===== config.mk =====
export PLATFORM = sky130hd
export DESIGN_NAME = cartridge_bank_mapper
export DESIGN_NICKNAME = d
export VERILOG_FILES = /design/src/rtl/core/cbm_pkg.sv /design/src/rtl/core/cartridge_bank_mapper.sv /design/src/rtl/core/cbm_ctrl.sv /design/src/rtl/core/cbm_datapath.sv
export VERILOG_INCLUDE_DIRS = /design/src /design/src/rtl/core
export SDC_FILE = /design/constraint.sdc
export NUM_CORES = 1
export LEC_CHECK = 0
export BUFFER_PORTS_ARGS = -buffer_cell sky130_fd_sc_hd__buf_2
export CAP_MARGIN = 10
export CORE_UTILIZATION = 52
export DETAILED_ROUTE_END_ITERATION = 8
export PLACE_DENSITY = 0.72
export SLEW_MARGIN = 20
export SYNTH_ARGS = -nofsm -noshare
export SYNTH_HDL_FRONTEND = slang
export SYNTH_SLANG_ARGS = --single-unit

===== constraint.sdc =====
create_clock -name aclk -period 4.3 [get_ports aclk]
set_input_delay 0.215 -clock aclk [delete_from_list [all_inputs] [get_ports aclk]]
set_output_delay 0.215 -clock aclk [all_outputs]
set_load 0.02 [all_outputs]

===== src/rtl/core/cartridge_bank_mapper_macros.svh =====
// assertion macros shared by the cartridge bank mapper rtl
// no dependencies; included by modules that carry concurrent assertions
`ifndef CARTRIDGE_BANK_MAPPER_MACROS_SVH
`define CARTRIDGE_BANK_MAPPER_MACROS_SVH

// same-cycle implication, disabled while reset is asserted
`define CBM_ASSERT_IMPL(label, clk, rstn, ante, cons) \
    label: assert property (@(posedge clk) disable iff (!rstn) (ante) |-> (cons)) \
        else $error("cartridge bank mapper assertion failed");

// next-cycle implication, disabled while reset is asserted
`define CBM_ASSERT_NEXT(label, clk, rstn, ante, cons) \
    label: assert property (@(posedge clk) disable iff (!rstn) (ante) |=> (cons)) \
        else $error("cartridge bank mapper assertion failed");

`endif


===== src/rtl/core/cbm_pkg.sv =====
// types and constants of the cartridge bank mapper
// no dependencies; imported by cbm_ctrl, cbm_datapath and cartridge_bank_mapper
`default_nettype none

package cbm_pkg;

    // field and register widths
    localparam int ADDR_W    = 16;
    localparam int DATA_W    = 8;
    localparam int PA_W      = 23;
    localparam int BANK_W    = 9;
    localparam int ROM_CNT_W = 10;
    localparam int RAM_CNT_W = 5;
    localparam int CFG_IDX_W = 2;
    localparam int CFG_DAT_W = 10;

    // bank count limits
    localparam logic [ROM_CNT_W-1:0] MAX_ROM_BANKS = 10'd512;
    localparam logic [RAM_CNT_W-1:0] MAX_RAM_BANKS = 5'd16;

    // one remainder bit per divide step
    localparam int DIV_STEPS  = BANK_W;
    localparam int STEP_CNT_W = $clog2(DIV_STEPS);

    // mapper codes
    localparam logic [1:0] MAP_ROM_ONLY = 2'd0;
    localparam logic [1:0] MAP_MBC1     = 2'd1;
    localparam logic [1:0] MAP_MBC5     = 2'd2;

    // configuration register indexes
    localparam logic [CFG_IDX_W-1:0] CFG_MAPPER_TYPE    = 2'd0;
    localparam logic [CFG_IDX_W-1:0] CFG_ROM_BANK_COUNT = 2'd1;
    localparam logic [CFG_IDX_W-1:0] CFG_RAM_BANK_COUNT = 2'd2;

    // result target codes
    typedef enum logic [1:0] {
        TGT_ROM  = 2'd0,
        TGT_RAM  = 2'd1,
        TGT_OPEN = 2'd2,
        TGT_NONE = 2'd3
    } target_t;

    // controller to datapath commands
    typedef struct packed {
        logic accept;
        logic step;
        logic last;
        logic load_out;
    } cmd_t;

    // datapath to controller status
    typedef struct packed {
        logic quick;
    } stat_t;

endpackage

`default_nettype wire


===== src/rtl/core/cartridge_bank_mapper.sv =====
// Cartridge bank mapper (ROM only, MBC1, MBC5) for 16-bit CPU bus accesses.
// Each item is one bus access; each gives exactly one result item with the
// access target and physical ROM or RAM byte address.
// Input channel s_*: tdata = addr[15:0], wdata[23:16]; tuser = op (1 = write).
// Output channel m_*: tdata = phys_addr[22:0], zero in bit 23;
//   tuser = target[1:0], ram_write[2].
// Config channel cfg_*: index 0 mapper type, 1 ROM bank count, 2 RAM bank
//   count; cfg_ready is always high; write only while no item is in flight.
// An item skips the divider when its bank number is already below the bank
//   count, the count is zero, or it needs no reduction; otherwise the bank is
//   reduced by the shared restoring divider, one remainder bit per cycle. The
//   result enters the output register in the FINISH state after the last
//   divide step, once that register is free.
// A finished result waits in the output register while the next item is
//   taken in; if the receiver stalls, the block holds its next result and
//   drops s_tready until the output register frees.
// Reset (aresetn low, synchronous) restores the configuration and bank
//   registers to MBC1, 2 ROM banks, no RAM, ROM bank 1, RAM disabled.
`default_nettype none

module cartridge_bank_mapper
    import cbm_pkg::*;
(
    input  wire logic                 aclk,
    input  wire logic                 aresetn,
    // configuration write channel
    input  wire logic                 cfg_valid,
    output logic                      cfg_ready,
    input  wire logic [CFG_IDX_W-1:0] cfg_index,
    input  wire logic [CFG_DAT_W-1:0] cfg_data,
    // bus access items
    input  wire logic                 s_tvalid,
    output logic                      s_tready,
    input  wire logic [23:0]          s_tdata,   // addr[15:0], wdata[23:16]
    input  wire logic                 s_tuser,   // op[0]
    // result items
    output logic                      m_tvalid,
    input  wire logic                 m_tready,
    output logic [23:0]               m_tdata,   // phys_addr[22:0], zero pad [23]
    output logic [2:0]                m_tuser    // target[1:0], ram_write[2]
);

    cmd_t  cmd;
    stat_t stat;

    assign cfg_ready = 1'b1;

    // sequencing
    cbm_ctrl u_ctrl (
        .aclk     (aclk),
        .aresetn  (aresetn),
        .s_tvalid (s_tvalid),
        .s_tready (s_tready),
        .m_tvalid (m_tvalid),
        .m_tready (m_tready),
        .stat     (stat),
        .cmd      (cmd)
    );

    // decode, bank state and address translation
    cbm_datapath u_datapath (
        .aclk      (aclk),
        .aresetn   (aresetn),
        .cfg_valid (cfg_valid),
        .cfg_index (cfg_index),
        .cfg_data  (cfg_data),
        .s_tdata   (s_tdata),
        .s_tuser   (s_tuser),
        .cmd       (cmd),
        .stat      (stat),
        .m_tdata   (m_tdata),
        .m_tuser   (m_tuser)
    );

endmodule

`default_nettype wire


===== src/rtl/core/cbm_ctrl.sv =====
// controller of the cartridge bank mapper: item sequencing and output valid
// depends on cbm_pkg and cartridge_bank_mapper_macros.svh
`default_nettype none
`include "cartridge_bank_mapper_macros.svh"

module cbm_ctrl
    import cbm_pkg::*;
(
    input  wire logic aclk,
    input  wire logic aresetn,
    input  wire logic s_tvalid,
    output logic      s_tready,
    output logic      m_tvalid,
    input  wire logic m_tready,
    input  wire stat_t stat,
    output cmd_t      cmd
);

    typedef enum logic [1:0] {
        IDLE,
        DIVIDE,
        FINISH
    } state_t;

    state_t                  state_reg, state_next;
    logic [STEP_CNT_W-1:0]   cnt_reg, cnt_next;
    logic                    m_tvalid_reg, m_tvalid_next;
    logic                    out_free;

    assign s_tready = (state_reg == IDLE);
    assign m_tvalid = m_tvalid_reg;
    assign out_free = !m_tvalid_reg || m_tready;

    // next state and commands
    always_comb begin
        state_next    = state_reg;
        cnt_next      = cnt_reg;
        m_tvalid_next = m_tvalid_reg && !m_tready;
        cmd           = '0;
        cmd.accept    = s_tvalid && (state_reg == IDLE);
        unique case (state_reg)
            IDLE: begin
                if (cmd.accept) begin
                    cnt_next   = '0;
                    state_next = stat.quick ? FINISH : DIVIDE;
                end
            end
            DIVIDE: begin
                cmd.step = 1'b1;
                cmd.last = (cnt_reg == STEP_CNT_W'(DIV_STEPS - 1));
                cnt_next = cnt_reg + 1'b1;
                if (cmd.last) begin
                    state_next = FINISH;
                end
            end
            FINISH: begin
                if (out_free) begin
                    cmd.load_out  = 1'b1;
                    m_tvalid_next = 1'b1;
                    state_next    = IDLE;
                end
            end
            default: begin
                state_next = IDLE;
            end
        endcase
    end

    // state and registered outputs
    always_ff @(posedge aclk) begin
        if (!aresetn) begin
            state_reg    <= IDLE;
            cnt_reg      <= '0;
            m_tvalid_reg <= 1'b0;
        end else begin
            state_reg    <= state_next;
            cnt_reg      <= cnt_next;
            m_tvalid_reg <= m_tvalid_next;
        end
    end

    // checks
    `CBM_ASSERT_IMPL(a_load_when_free, aclk, aresetn, cmd.load_out, !m_tvalid_reg || m_tready)
    `CBM_ASSERT_NEXT(a_quick_skips_divide, aclk, aresetn, cmd.accept && stat.quick, state_reg == FINISH)
    `CBM_ASSERT_IMPL(a_step_count_bound, aclk, aresetn, state_reg == DIVIDE, cnt_reg < STEP_CNT_W'(DIV_STEPS))

endmodule

`default_nettype wire


===== src/rtl/core/cbm_datapath.sv =====
// datapath of the cartridge bank mapper: config and bank registers, access
// decode, iterative bank reduction and output register; depends on cbm_pkg
`default_nettype none
`include "cartridge_bank_mapper_macros.svh"

module cbm_datapath
    import cbm_pkg::*;
(
    input  wire logic                 aclk,
    input  wire logic                 aresetn,
    input  wire logic                 cfg_valid,
    input  wire logic [CFG_IDX_W-1:0] cfg_index,
    input  wire logic [CFG_DAT_W-1:0] cfg_data,
    input  wire logic [23:0]          s_tdata,
    input  wire logic                 s_tuser,
    input  wire cmd_t                 cmd,
    output stat_t                     stat,
    output logic [23:0]               m_tdata,
    output logic [2:0]                m_tuser
);

    // configuration
    logic [1:0]           mapper_type_reg;
    logic [ROM_CNT_W-1:0] rom_bank_count_reg;
    logic [RAM_CNT_W-1:0] ram_bank_count_reg;

    // bank state
    logic       ram_enabled_reg;
    logic [7:0] rom_bank_low_reg;
    logic       rom_bank_high_reg;
    logic [3:0] ram_bank_reg;
    logic       banking_mode_reg;

    // item registers
    target_t              tgt_reg;
    logic [PA_W-1:0]      base_reg;
    logic                 rw_reg;
    logic                 mod_reg;
    logic                 ram_sel_reg;
    logic [13:0]          off_reg;
    logic [BANK_W-1:0]    res_reg;
    logic [BANK_W-1:0]    dvd_reg;
    logic [ROM_CNT_W-1:0] dsr_reg;
    logic [ROM_CNT_W-1:0] rem_reg;
    logic [23:0]          m_tdata_reg;
    logic [2:0]           m_tuser_reg;

    // decode
    logic                 op;
    logic [ADDR_W-1:0]    addr;
    logic [DATA_W-1:0]    wdata;
    logic [1:0]           mt;
    logic                 in_rom;
    logic                 in_ram;
    logic [ROM_CNT_W-1:0] n_rom;
    logic [RAM_CNT_W-1:0] n_ram;
    target_t              dec_tgt;
    logic [PA_W-1:0]      dec_base;
    logic                 dec_rw;
    logic                 dec_mod;
    logic                 dec_ram_sel;
    logic [BANK_W-1:0]    dec_bank;
    logic [ROM_CNT_W-1:0] dec_n;
    logic                 reg_wr;

    // divide step and result
    logic [ROM_CNT_W-1:0] rem_shift;
    logic [ROM_CNT_W-1:0] rem_next;
    logic [PA_W-1:0]      pa;

    assign op    = s_tuser;
    assign addr  = s_tdata[15:0];
    assign wdata = s_tdata[23:16];

    assign mt = (mapper_type_reg == MAP_MBC1 || mapper_type_reg == MAP_MBC5) ?
                mapper_type_reg : MAP_ROM_ONLY;
    assign in_rom = !addr[15];
    assign in_ram = (addr[15:13] == 3'b101);
    assign n_rom  = (rom_bank_count_reg > MAX_ROM_BANKS) ? MAX_ROM_BANKS : rom_bank_count_reg;
    assign n_ram  = (ram_bank_count_reg > MAX_RAM_BANKS) ? MAX_RAM_BANKS : ram_bank_count_reg;
    assign reg_wr = cmd.accept && in_rom && op && (mt != MAP_ROM_ONLY);

    // access decode against the current bank state
    always_comb begin
        dec_tgt     = TGT_NONE;
        dec_base    = '0;
        dec_rw      = 1'b0;
        dec_mod     = 1'b0;
        dec_ram_sel = 1'b0;
        dec_bank    = '0;
        dec_n       = '0;
        if (in_rom && !op) begin
            dec_tgt = TGT_ROM;
            if (mt == MAP_ROM_ONLY) begin
                dec_base = PA_W'(addr);
            end else begin
                dec_mod = 1'b1;
                dec_n   = n_rom;
                if (mt == MAP_MBC1) begin
                    if (!addr[14]) begin
                        dec_bank = banking_mode_reg ? {ram_bank_reg, 5'b0} : '0;
                    end else begin
                        dec_bank = {ram_bank_reg, 5'b0} | {1'b0, rom_bank_low_reg};
                    end
                end else if (addr[14]) begin
                    dec_bank = {rom_bank_high_reg, rom_bank_low_reg};
                end
            end
        end else if (in_ram) begin
            if (mt == MAP_ROM_ONLY || ram_bank_count_reg == '0) begin
                dec_tgt = TGT_OPEN;
            end else if (op && !ram_enabled_reg) begin
                dec_tgt = TGT_NONE;
            end else begin
                dec_tgt     = TGT_RAM;
                dec_mod     = 1'b1;
                dec_ram_sel = 1'b1;
                dec_rw      = op;
                dec_n       = ROM_CNT_W'(n_ram);
                dec_bank    = (mt == MAP_MBC1 && !banking_mode_reg) ?
                              '0 : BANK_W'(ram_bank_reg);
            end
        end
    end

    // no divide needed when the access needs no reduction, the count is zero, or the bank is already below the count
    assign stat.quick = !dec_mod || (dec_n == '0) || (ROM_CNT_W'(dec_bank) < dec_n);

    // one restoring divide step
    assign rem_shift = {rem_reg[BANK_W-1:0], dvd_reg[BANK_W-1]};
    assign rem_next  = (rem_shift >= dsr_reg) ? (rem_shift - dsr_reg) : rem_shift;

    // configuration registers
    always_ff @(posedge aclk) begin
        if (!aresetn) begin
            mapper_type_reg    <= MAP_MBC1;
            rom_bank_count_reg <= 10'd2;
            ram_bank_count_reg <= '0;
        end else if (cfg_valid) begin
            case (cfg_index)
                CFG_MAPPER_TYPE:    mapper_type_reg    <= cfg_data[1:0];
                CFG_ROM_BANK_COUNT: rom_bank_count_reg <= cfg_data;
                CFG_RAM_BANK_COUNT: ram_bank_count_reg <= cfg_data[RAM_CNT_W-1:0];
                default: ;
            endcase
        end
    end

    // bank register writes
    always_ff @(posedge aclk) begin
        if (!aresetn) begin
            ram_enabled_reg   <= 1'b0;
            rom_bank_low_reg  <= 8'd1;
            rom_bank_high_reg <= 1'b0;
            ram_bank_reg      <= '0;
            banking_mode_reg  <= 1'b0;
        end else if (reg_wr) begin
            if (addr[14:13] == 2'b00) begin
                ram_enabled_reg <= (wdata[3:0] == 4'hA);
            end else if (mt == MAP_MBC1) begin
                case (addr[14:13])
                    2'b01:   rom_bank_low_reg <= (wdata[4:0] == 5'd0) ?
                                                 8'd1 : {3'b0, wdata[4:0]};
                    2'b10:   ram_bank_reg     <= {2'b0, wdata[1:0]};
                    default: banking_mode_reg <= wdata[0];
                endcase
            end else begin
                case (addr[14:12]) inside
                    3'b010:         rom_bank_low_reg  <= wdata;
                    3'b011:         rom_bank_high_reg <= wdata[0];
                    3'b100, 3'b101: ram_bank_reg      <= wdata[3:0];
                    default: ;
                endcase
            end
        end
    end

    // item and divider registers
    always_ff @(posedge aclk) begin
        if (cmd.accept) begin
            tgt_reg     <= dec_tgt;
            base_reg    <= dec_base;
            rw_reg      <= dec_rw;
            mod_reg     <= dec_mod;
            ram_sel_reg <= dec_ram_sel;
            off_reg     <= addr[13:0];
            res_reg     <= (dec_n == '0) ? '0 : dec_bank;
            dvd_reg     <= dec_bank;
            dsr_reg     <= dec_n;
            rem_reg     <= '0;
        end else if (cmd.step) begin
            rem_reg <= rem_next;
            dvd_reg <= {dvd_reg[BANK_W-2:0], 1'b0};
            if (cmd.last) begin
                res_reg <= rem_next[BANK_W-1:0];
            end
        end
    end

    // physical address: the direct base, or the reduced bank and the offset
    always_comb begin
        if (!mod_reg) begin
            pa = base_reg;
        end else if (ram_sel_reg) begin
            pa = {1'b0, res_reg, off_reg[12:0]};
        end else begin
            pa = {res_reg, off_reg};
        end
    end

    // output register
    always_ff @(posedge aclk) begin
        if (cmd.load_out) begin
            m_tdata_reg <= {1'b0, pa};
            m_tuser_reg <= {rw_reg, tgt_reg};
        end
    end

    assign m_tdata = m_tdata_reg;
    assign m_tuser = m_tuser_reg;

    // checks
    `CBM_ASSERT_NEXT(a_rem_below_divisor, aclk, aresetn, cmd.step && cmd.last, ROM_CNT_W'(res_reg) < dsr_reg)

endmodule

`default_nettype wire


==> flow_summary.toml, run 1 <==
[clock_tree]
path_clk_slew_ns = 0.06
clock-root-buffer = "clkbuf_16"
cts_buffer_depth = 2
cts_hold_buf = 12
cts_tree = "yes"
insertion_delay_ns = 0.42
cts_resized = 0
clkSinkCount = 137
postCtsSetupBuffers = 0
cts-buffers-inserted = 17
h-tree-depth = 4

[synthesis]
ys_seq_area_frac = 0.569
yosysTopAreaCell = "edfxtp_1"
synthSimpleGateAreaFrac = 0.165
synth_cell_type_count = 56
synth.area.top_cells = "edfxtp_1, dfxtp_1, mux2i_1"
ys_async_sr_fraction = 0
ys_dominant_reg_cell = "edfxtp_1"
synth.ff_latch_count = 137
ys.warnings.count = 0
synth_area_um2 = 6390
synth-xor-area-share = 0.00823
synthAdderAreaFrac = 0.0443
yosysTopAreaCellShare = 0.418
synth.avg_cell_area_um2 = 11.3
synth-compound-area-share = 0.0846
muxShareOfSynthArea = 0.0925
synthCells = 564
synth_edf_count = 89
synth_top_family_by_area = "simple AND/OR/NAND/NOR gates"

[worst_setup_path]
crit_path_top_delay_cell = "or3_2"
required_ns = 4.61
startpoint_type = "flop"
cp.arrival_ns = 3.77
critPathMaxStageDelay_ns = 0.72
end_kind = "flop"
path_common_cell = "ha_1"
path_cells = "inv_1, ha_1, or3_2, nor2_1, a22o_1, ha_1, nand2_1, or4_1, a31oi_1, o21ai_1, o211a_1"
crit_fanout = 23
worst-path-buf-inv = 1
path_delay_family = "simple AND/OR/NAND/NOR gates"
path_class = "reg -> reg"

[cells_and_area]
nFillCells = 957
syn_to_final_growth_pct = 18.1
n_antenna_cell = 0
layout.nets = 711
stdcell_area_um2 = 7540
drive_above_1_share = 0.196
largest_reg_flops = 23
multi_input_area_um2 = 2540
ff_latch_area_um2 = 3630

[drt]
drtPass1Iterations = 4
wirelength_um = 13400
post_drt_wl_per_cell_um = 16.7
route.detailed.drc = 0
via_per_inst = 5.60
ant_nets = 0
first_iter_violations = 188
vias = 4510

[global_routing]
grt_antenna_before_repair = 0
grt_pass1_wl_um = 22000
grt_pass1_vias = 4489
grt_max_degree = 40
overflow = 0
track_usage = 0.227

[sta]
fin_crit_sh = 0.804
clock.fmax_mhz = 289
slew_headroom = 0.247
fin_setup_tns_ns = 0
clock_skew_ns = 0.00707
tightestPinTransition_ns = 1.13
period_needed_ns = 3.46
slew_violations = 0
hold_viol_final = 0
setup_viol = 0
grt_setup_unrepaired = "no"

[die]
rows = 40
die_h_um = 113
die_w_um = 113
die-area_um2 = 12700
pin_count = 72
core_area_um2 = 12000
initial_core_util = 0.532

[run_status]
status = "completed"

[place]
port_buffers = 69
place.gp.congestion = 0.880
place_hpwl_um = 9510
place_area_um2 = 6870

[job]
cap_viol_max_count = 0

[pwr]
peakVddDrop_mv = 0.263
leakagePower_nw = 3.23
powerDensity_nw_per_um2 = 435

[min_path]
hold_class = "in -> reg"
layout by cell type, fill, tap and decap left out, drive strengths merged, types with 2 or more instances in the layout:
master / count
edfxtp: 89
buf: 76
dfxtp: 48
nand2: 46
mux2i: 41
nor2b: 40
nor2: 37
inv: 36
a21oi: 32
o21ai: 23
ha: 21
clkbuf: 18
and3: 17
mux2: 16
dlygate4sd3: 12
nor4: 8
nor3b: 7
nor3: 6
a22oi: 6
nand3: 6
nand3b: 6
and2: 5
xnor2: 5
clkinvlp: 5
a22o: 4
nand2b: 4
a32oi: 3
a21o: 3
a211oi: 3
nand4: 3
conb: 3
clkinv: 3
a31oi: 2
o31ai: 2
a21boi: 2
or3: 2
synthesized netlist by cell type (all sizes together) (5+ instances only):
library cell	instances
edfxtp	89
inv	31
dfxtp	48
and2	5
a21oi	32
nor2b	40
ha	21
o21ai	23
nand3	6
nor3b	7
a22oi	6
clkbuf	21
nor2	37
mux2i	41
and3	17
nor3	6
nand2	46
nand3b	6
xnor2	5
mux2	16
nor4	8
kinds of logic after synthesis:
group / count (synthesis)
AOI/OAI and AO/OA: 88
adders and majority gates: 22
muxes: 57
other: 2
DFF: 137
buffers and inverters: 57
and+or+nand+nor: 195
xor gates and xnor gates: 6
worst reg2reg max path, stage by stage (launching register included):
cell,delay (ns)
dfxtp_1,0.31
inv_1,0.05
ha_1,0.58
or3_2,0.72
nor2_1,0.32
a22o_1,0.28
ha_1,0.17
nand2_1,0.05
or4_1,0.47
a31oi_1,0.17
o21ai_1,0.11
o211a_1,0.14
power breakdown:
part	switching (mW)	leakage [nW]	total, mW	internal [mW]
clock network	0.556	0.256	1.35	0.796
logic	0.226	1.72	0.380	0.154
registers	0.0440	1.25	1.55	1.51
metrics by stage:
step	util	setup WS (ns)	hold slack (ns)	power, mW	std cells
6_report	0.628	0.844	0.0545	3.28	806
5_1_grt	0.628	0.575	0.0472	3.41	806
4_1_cts	0.628	0.834	0.0378	3.30	806
3_5_place_dp	0.572	0.856	0.405	1.95	763
3_3_place_gp	0.572	0.967	0.404	1.93	763
2_1_floorplan	-	1.30	0.314	1.83	565
final timing paths:
path / startpoint / to / slack, ns / cells past startpoint
worst max-delay path: u_datapath.mapper_type_reg[1] / u_ctrl.state_reg[1] / 0.84 / 11
worst min-delay path: cfg_data[1] / u_datapath.rom_bank_count_reg[1] / 0.05 / 3
worst max register to register: u_datapath.mapper_type_reg[1] / u_ctrl.state_reg[1] / 0.84 / 11
worst min register to register: u_datapath.tgt_reg[0] / u_datapath.m_tuser[0] / 0.42 / 0
metal layers:
layer / GRT usage / up-vias / wire length (µm)
met5: 0 / - / 0
met2: 0.383 / 134 / 6590
met1: 0.284 / 2165 / 5890
met4: 0.0916 / 0 / 301
li1: - / 2193 / -
met3: 0.0520 / 18 / 657
layout make-up:
class | count | area share
Sequential cell | 137 | 0.482
Timing Repair Buffer | 88 | 0.0687
Multi-Input combinational cell | 371 | 0.336
Clock buffer | 18 | 0.0569
Tap cell | 147 | 0.0244
Inverter | 32 | 0.0159
Clock inverter | 13 | 0.0161
(Power assumes the default switching activity.)
==> inputs of run 2 (changes only) <==
--- a/config.mk
+++ b/config.mk
@@ -6,6 +6,7 @@
 export SDC_FILE = /design/constraint.sdc
 export NUM_CORES = 1
 export LEC_CHECK = 0
+export ABC_AREA = 1
 export BUFFER_PORTS_ARGS = -buffer_cell sky130_fd_sc_hd__buf_2
 export CAP_MARGIN = 10
 export CORE_UTILIZATION = 52
==> constraint.sdc (replaced) <==
create_clock -name aclk -period 3.25 [get_ports aclk]
set_input_delay 0.1625 -clock aclk [delete_from_list [all_inputs] [get_ports aclk]]
set_output_delay 0.1625 -clock aclk [all_outputs]
set_load 0.02 [all_outputs]
==> run 2 against run 1 <==
  * Synthesized cell count up 26%
  * Cell area up 1.6%
  * Die area is 0.79% higher
  * Combinational power grew to 3.6 times the previous value
  * Via count up 14%
  * Wire length rose by 4.6%
  * Register-to-register slack worse by 0.32 ns
  * First-iteration DRC count is 120% higher
  * Total power is 70% higher
  * Area after synthesis rose by 0.80%
  * Critical path type unchanged
  * Critical endpoint is now u_ctrl.state_reg[0]
  * Largest cell class unchanged
  * Highest routed layer unchanged
==> flow_summary.toml, run 2 <==
[worst_setup_path]
crit_fanout = 11
path_cells = "inv_1, ha_1, inv_1, nand2_1, inv_1, nand2_1, inv_1, nand3_1, o21ai_1, ha_1, nand2_1, inv_1, o21ai_0, a21oi_1, nor2_1, nand2_1, nand3_1, a21oi_1"
required_ns = 3.53
startpoint_type = "flop"
path_class = "reg -> reg"
critPathMaxStageDelay_ns = 0.31
path_delay_family = "simple AND/OR/NAND/NOR gates"
path_common_cell = "inv_1"
cp.arrival_ns = 3.00
worst-path-buf-inv = 5
crit_path_top_delay_cell = "dfxtp_1"
end_kind = "flop"

[sta]
slew_headroom = 0.502
period_needed_ns = 2.73
setup_viol = 0
slew_violations = 0
fin_ws_ns = 0.523
grt_setup_unrepaired = "no"
hold_viol_final = 0
fin_crit_sh = 0.839
tightestPinTransition_ns = 0.747
clock_skew_ns = 0.0116
fin_setup_tns_ns = 0
clock.fmax_mhz = 367

[synthesis]
ys_seq_area_frac = 0.564
synth_area_um2 = 6440
yosysTopAreaCell = "edfxtp_1"
synth.area.top_cells = "edfxtp_1, dfxtp_1, nand2_1"
netlist_top_cells_count = "nand2_1, inv_1, edfxtp_1"
synth_cell_type_count = 42
synth.ff_latch_count = 137
synthCells = 710
ys.warnings.count = 0
synth.most_common_cell = "nand2_1"
ys_async_sr_fraction = 0
synth_edf_count = 89
ys_dominant_reg_cell = "edfxtp_1"
synth.avg_cell_area_um2 = 9.07
yosysTopAreaCellShare = 0.415

[clock_tree]
clock-root-buffer = "clkbuf_16"
h-tree-depth = 4
insertion_delay_ns = 0.42
cts_resized = 0
cts-buffers-inserted = 17
clkSinkCount = 137
cts_tree = "yes"
cts_buffer_depth = 2
path_clk_slew_ns = 0.06

[global_routing]
grt_antenna_before_repair = 0
grt_pass1_vias = 5044
grt_max_degree = 29
track_usage = 0.236
overflow = 0
grt_pass1_wl_um = 23400

[cells_and_area]
layout_common_cells = "nand2_1, inv_1, edfxtp_1, nor2_1, buf_2"
drive_above_1_share = 0.156
layout_commonest_cell = "nand2_1"
multi_input_area_um2 = 2320
largest_reg_flops = 23
n_antenna_cell = 0
nFillCells = 979
ff_latch_area_um2 = 3630
layout.nets = 861
syn_to_final_growth_pct = 19.0

[die]
pin_count = 72
die_h_um = 113
die-area_um2 = 12800
core_area_um2 = 12100
die_w_um = 113
rows = 40
initial_core_util = 0.534

[job]
cap_viol_max_count = 0

[drt]
ant_nets = 0
drtPass1Iterations = 7
first_iter_violations = 417
route.detailed.drc = 0
post_drt_wl_per_cell_um = 14.4
via_per_inst = 5.26
wirelength_um = 14100
vias = 5141

[min_path]
hold_class = "in -> reg"

[place]
port_buffers = 69
place_ws_ns = 0.612
place.gp.congestion = 0.920
place_hpwl_um = 10100

[pwr]
leakagePower_nw = 3.31
powerDensity_nw_per_um2 = 730
peakVddDrop_mv = 0.353

[run_status]
status = "completed"
## run 2: final timing paths
path,endpoint,from,depth (start not counted),slack [ns]
setup / recovery,u_ctrl.state_reg[0],u_datapath.mapper_type_reg[1],18,0.52
hold / removal,u_datapath.rom_bank_count_reg[6],cfg_data[6],3,0.03
setup reg to reg,u_ctrl.state_reg[0],u_datapath.mapper_type_reg[1],18,0.52
hold reg to reg,u_datapath.m_tuser[1],u_datapath.tgt_reg[1],0,0.42
## run 2: repair_timing
item                                   4_1_cts  5_1_grt
hold buffers                                15        0
endpoints found under the hold margin       15        0
setup buffers                                0        0
## run 2: cell type report
class / instances / area share
sequential: 137 / 0.474
clock buffer: 18 / 0.0560
tap: 168 / 0.0274
clock inverter: 13 / 0.0189
multi-input combinational: 446 / 0.302
inverter: 107 / 0.0524
timing repair buffer: 88 / 0.0686
## run 2: where the power goes
| group | internal [mW] | switching [mW] |
|---|---|---|
| sequential | 2.23 | 0.133 |
| combinational | 0.462 | 0.909 |
| clock | 1.13 | 0.732 |
| total | 3.82 | 1.77 |
## run 2: worst reg2reg max path: stages, from the launching register on
cell	delay, ns
dfxtp_1	0.31
inv_1	0.05
ha_1	0.29
inv_1	0.29
nand2_1	0.12
inv_1	0.08
nand2_1	0.15
inv_1	0.12
nand3_1	0.07
o21ai_1	0.13
ha_1	0.29
nand2_1	0.08
inv_1	0.04
o21ai_0	0.17
a21oi_1	0.10
nor2_1	0.09
nand2_1	0.08
nand3_1	0.07
a21oi_1	0.07
## run 2: logic make-up after synthesis
group                      after synthesis  synth area share
AOI/OAI and AO/OA                      145             0.126
xor gates and xnor gates                 6           0.00816
adders and majority gates               22            0.0439
buffers and inverters                  128            0.0768
DFF                                    137             0.564
other                                    2           0.00117
and+or+nand+nor                        270             0.180
## run 2: metrics by stage
step                      instance area, µm²  utilization  std cells  power [mW]  hold slack, ns
after global placement                  6940        0.575        931        3.69           0.353
after CTS                               7660        0.635        977        5.61          0.0155
after floorplan                         6440            -        711        3.36           0.261
after global routing                    7660        0.635        977        5.89          0.0450
after detailed placement                6940        0.575        931        3.74           0.356
final                                   7660        0.635        977        5.60          0.0301
## run 2: routing by layer
metal	global-route usage	vias to the layer above	part of all wire
met2	0.397	186	0.49
met5	0	-	0
met1	0.284	2378	0.43
li1	-	2541	-
met4	0.108	0	0.024
met3	0.0621	36	0.060
==> inputs of run 3 (changes only) <==
--- a/config.mk
+++ b/config.mk
@@ -6,12 +6,12 @@
 export SDC_FILE = /design/constraint.sdc
 export NUM_CORES = 1
 export LEC_CHECK = 0
-export ABC_AREA = 1
+export ABC_AREA = 0
 export BUFFER_PORTS_ARGS = -buffer_cell sky130_fd_sc_hd__buf_2
 export CAP_MARGIN = 10
 export CORE_UTILIZATION = 52
 export DETAILED_ROUTE_END_ITERATION = 8
-export PLACE_DENSITY = 0.72
+export PLACE_DENSITY = 0.75
 export SLEW_MARGIN = 20
 export SYNTH_ARGS = -nofsm -noshare
 export SYNTH_HDL_FRONTEND = slang
==> constraint.sdc (replaced) <==
create_clock -name aclk -period 2.3 [get_ports aclk]
set_input_delay 0.115 -clock aclk [delete_from_list [all_inputs] [get_ports aclk]]
set_output_delay 0.115 -clock aclk [all_outputs]
set_load 0.02 [all_outputs]
==> run 3 against run 2 <==
  * The run now ends with setup timing left
  * Total power is 15% higher
  * Via count shrank 4.3%
  * Register-to-register slack worse by 0.88 ns
  * Largest cell class unchanged
==> flow_summary.toml, run 3 (same netlist as run 1, synthesis figures left out) <==
[place]
place_hpwl_um = 10100
place.gp.congestion = 0.925
port_buffers = 69

[run_status]
violations = "setup timing"
status = "complete, but fails checks"

[drt]
post_drt_wl_per_cell_um = 16.8
drtPass1Iterations = 5
ant_nets = 0
route.detailed.drc = 0
wirelength_um = 15100
vias = 4920
first_iter_violations = 287
via_per_inst = 5.47

[cells_and_area]
layout_commonest_cell = "edfxtp_1"
drive_above_1_share = 0.331
largest_reg_flops = 23
layout.nets = 804
post-route-util = 0.715
syn_to_final_growth_pct = 34.4
n_antenna_cell = 0
layout_common_cells = "edfxtp_1, buf_4, buf_2, nand2_1, dfxtp_1"

[clock_tree]
cts_tree = "yes"
h-tree-depth = 4
clock-root-buffer = "clkbuf_16"
clkSinkCount = 137
cts_buffer_depth = 2
path_clk_slew_ns = 0.06
insertion_delay_ns = 0.43
cts-buffers-inserted = 17

[die]
pin_count = 72
rows = 40
die-area_um2 = 12700
die_w_um = 113
core_area_um2 = 12000
die_h_um = 113
initial_core_util = 0.532

[pwr]
powerDensity_nw_per_um2 = 749
leakagePower_nw = 3.71
finalPower_mw = 6.43
peakVddDrop_mv = 0.513

[global_routing]
grt_max_degree = 40
track_usage = 0.244
grt_pass1_wl_um = 23500
grt_pass1_vias = 4876
overflow = 0
grt_antenna_before_repair = 0

[worst_setup_path]
cp.arrival_ns = 2.97
reg2reg_depth = 11
end_kind = "flop"
path_class = "reg -> reg"
required_ns = 2.61
crit_fanout = 5
startpoint_type = "flop"

[min_path]
hold_path_depth = 3
hold_class = "in -> reg"

[sta]
clock.fmax_mhz = 376
setup_viol = 12
fin_ws_ns = -0.361
hold_viol_final = 0
clock_skew_ns = 0.0142
holdWs_ns = 0.0131
grt_setup_unrepaired = "yes"
slew_headroom = 0.557
slew_violations = 0
tightestPinTransition_ns = 0.662
period_needed_ns = 2.66
fin_crit_sh = 1.16

[job]
cap_viol_max_count = 0
run 3: changes by cell type in the layout (fill, tap and decap cells not counted), moves of 40 or more:
| cell | previous run | this run |
|---|---|---|
| buf_4 | 4 | 83 |
| inv_1 | 102 | 29 |
| nor2_1 | 86 | 31 |
| o21ai_0 | 53 | 11 |
| nor2b_1 | 0 | 40 |
| nand2_1 | 130 | 46 |
run 3: path summary, 6_finish.rpt:
| check | start | to | slack, ns |
|---|---|---|---|
| worst max-delay path | u_datapath.mapper_type_reg[1] | u_ctrl.state_reg[1] | -0.36 |
| worst min-delay path | s_tdata[18] | u_datapath.rom_bank_low_reg[2] | 0.01 |
| worst max register to register | u_datapath.mapper_type_reg[1] | u_ctrl.state_reg[1] | -0.36 |
| worst min register to register | u_datapath.rw_reg | u_datapath.m_tuser[2] | 0.42 |
run 3: cell type report:
type	instances	area, µm²
clock inverters	13	118
clock buffers	19	433
inverters	32	120
multi-input cells	372	2830
flip-flops and latches	137	3640
well taps	147	184
repair buffers	180	1260
fillers	813	3430
run 3: power breakdown:
part | internal, mW | leakage [nW] | switching, mW
combinational | 0.455 | 2.19 | 0.552
sequential | 2.82 | 1.25 | 0.0649
clock | 1.49 | 0.260 | 1.05
run 3: critical path: stages (launching register included):
cell,delay (ns)
dfxtp_2,0.32
inv_2,0.07
ha_4,0.22
or3_4,0.45
buf_4,0.17
nor2_2,0.17
ha_4,0.16
nand2_1,0.07
or4_4,0.53
a31oi_4,0.15
o21ai_2,0.09
o211a_1,0.15
run 3: per-stage QoR:
| step | area [µm²] | worst slack, ns | TNS (ns) | instances |
|---|---|---|---|---|
| after floorplan | 6500 | -0.198 | -0.387 | 565 |
| after global placement | 7440 | -0.303 | -1.42 | 829 |
| after detailed placement | 7440 | -0.378 | -1.83 | 829 |
| after CTS | 8400 | -0.259 | -0.756 | 894 |
| after global routing | 8580 | -0.440 | -2.25 | 900 |
| final | 8580 | -0.361 | -1.35 | 900 |
run 3: what timing repair did:
action | 4_1_cts | 5_1_grt
buffers inserted | 7 | 6
cloned | 1 | 0
hold endpoints to repair | 30 | 0
pin swaps | 8 | 14
hold buffers | 25 | 0
setup endpoints to repair | 13 | 16
resized for setup | 28 | 26
run 3: routing by layer:
metal,vias up,part of all wire,global-route usage
li1,2387,-,-
met1,2328,0.42,0.287
met2,172,0.51,0.430
met3,33,0.041,0.0439
met4,0,0.029,0.120
met5,-,0,0
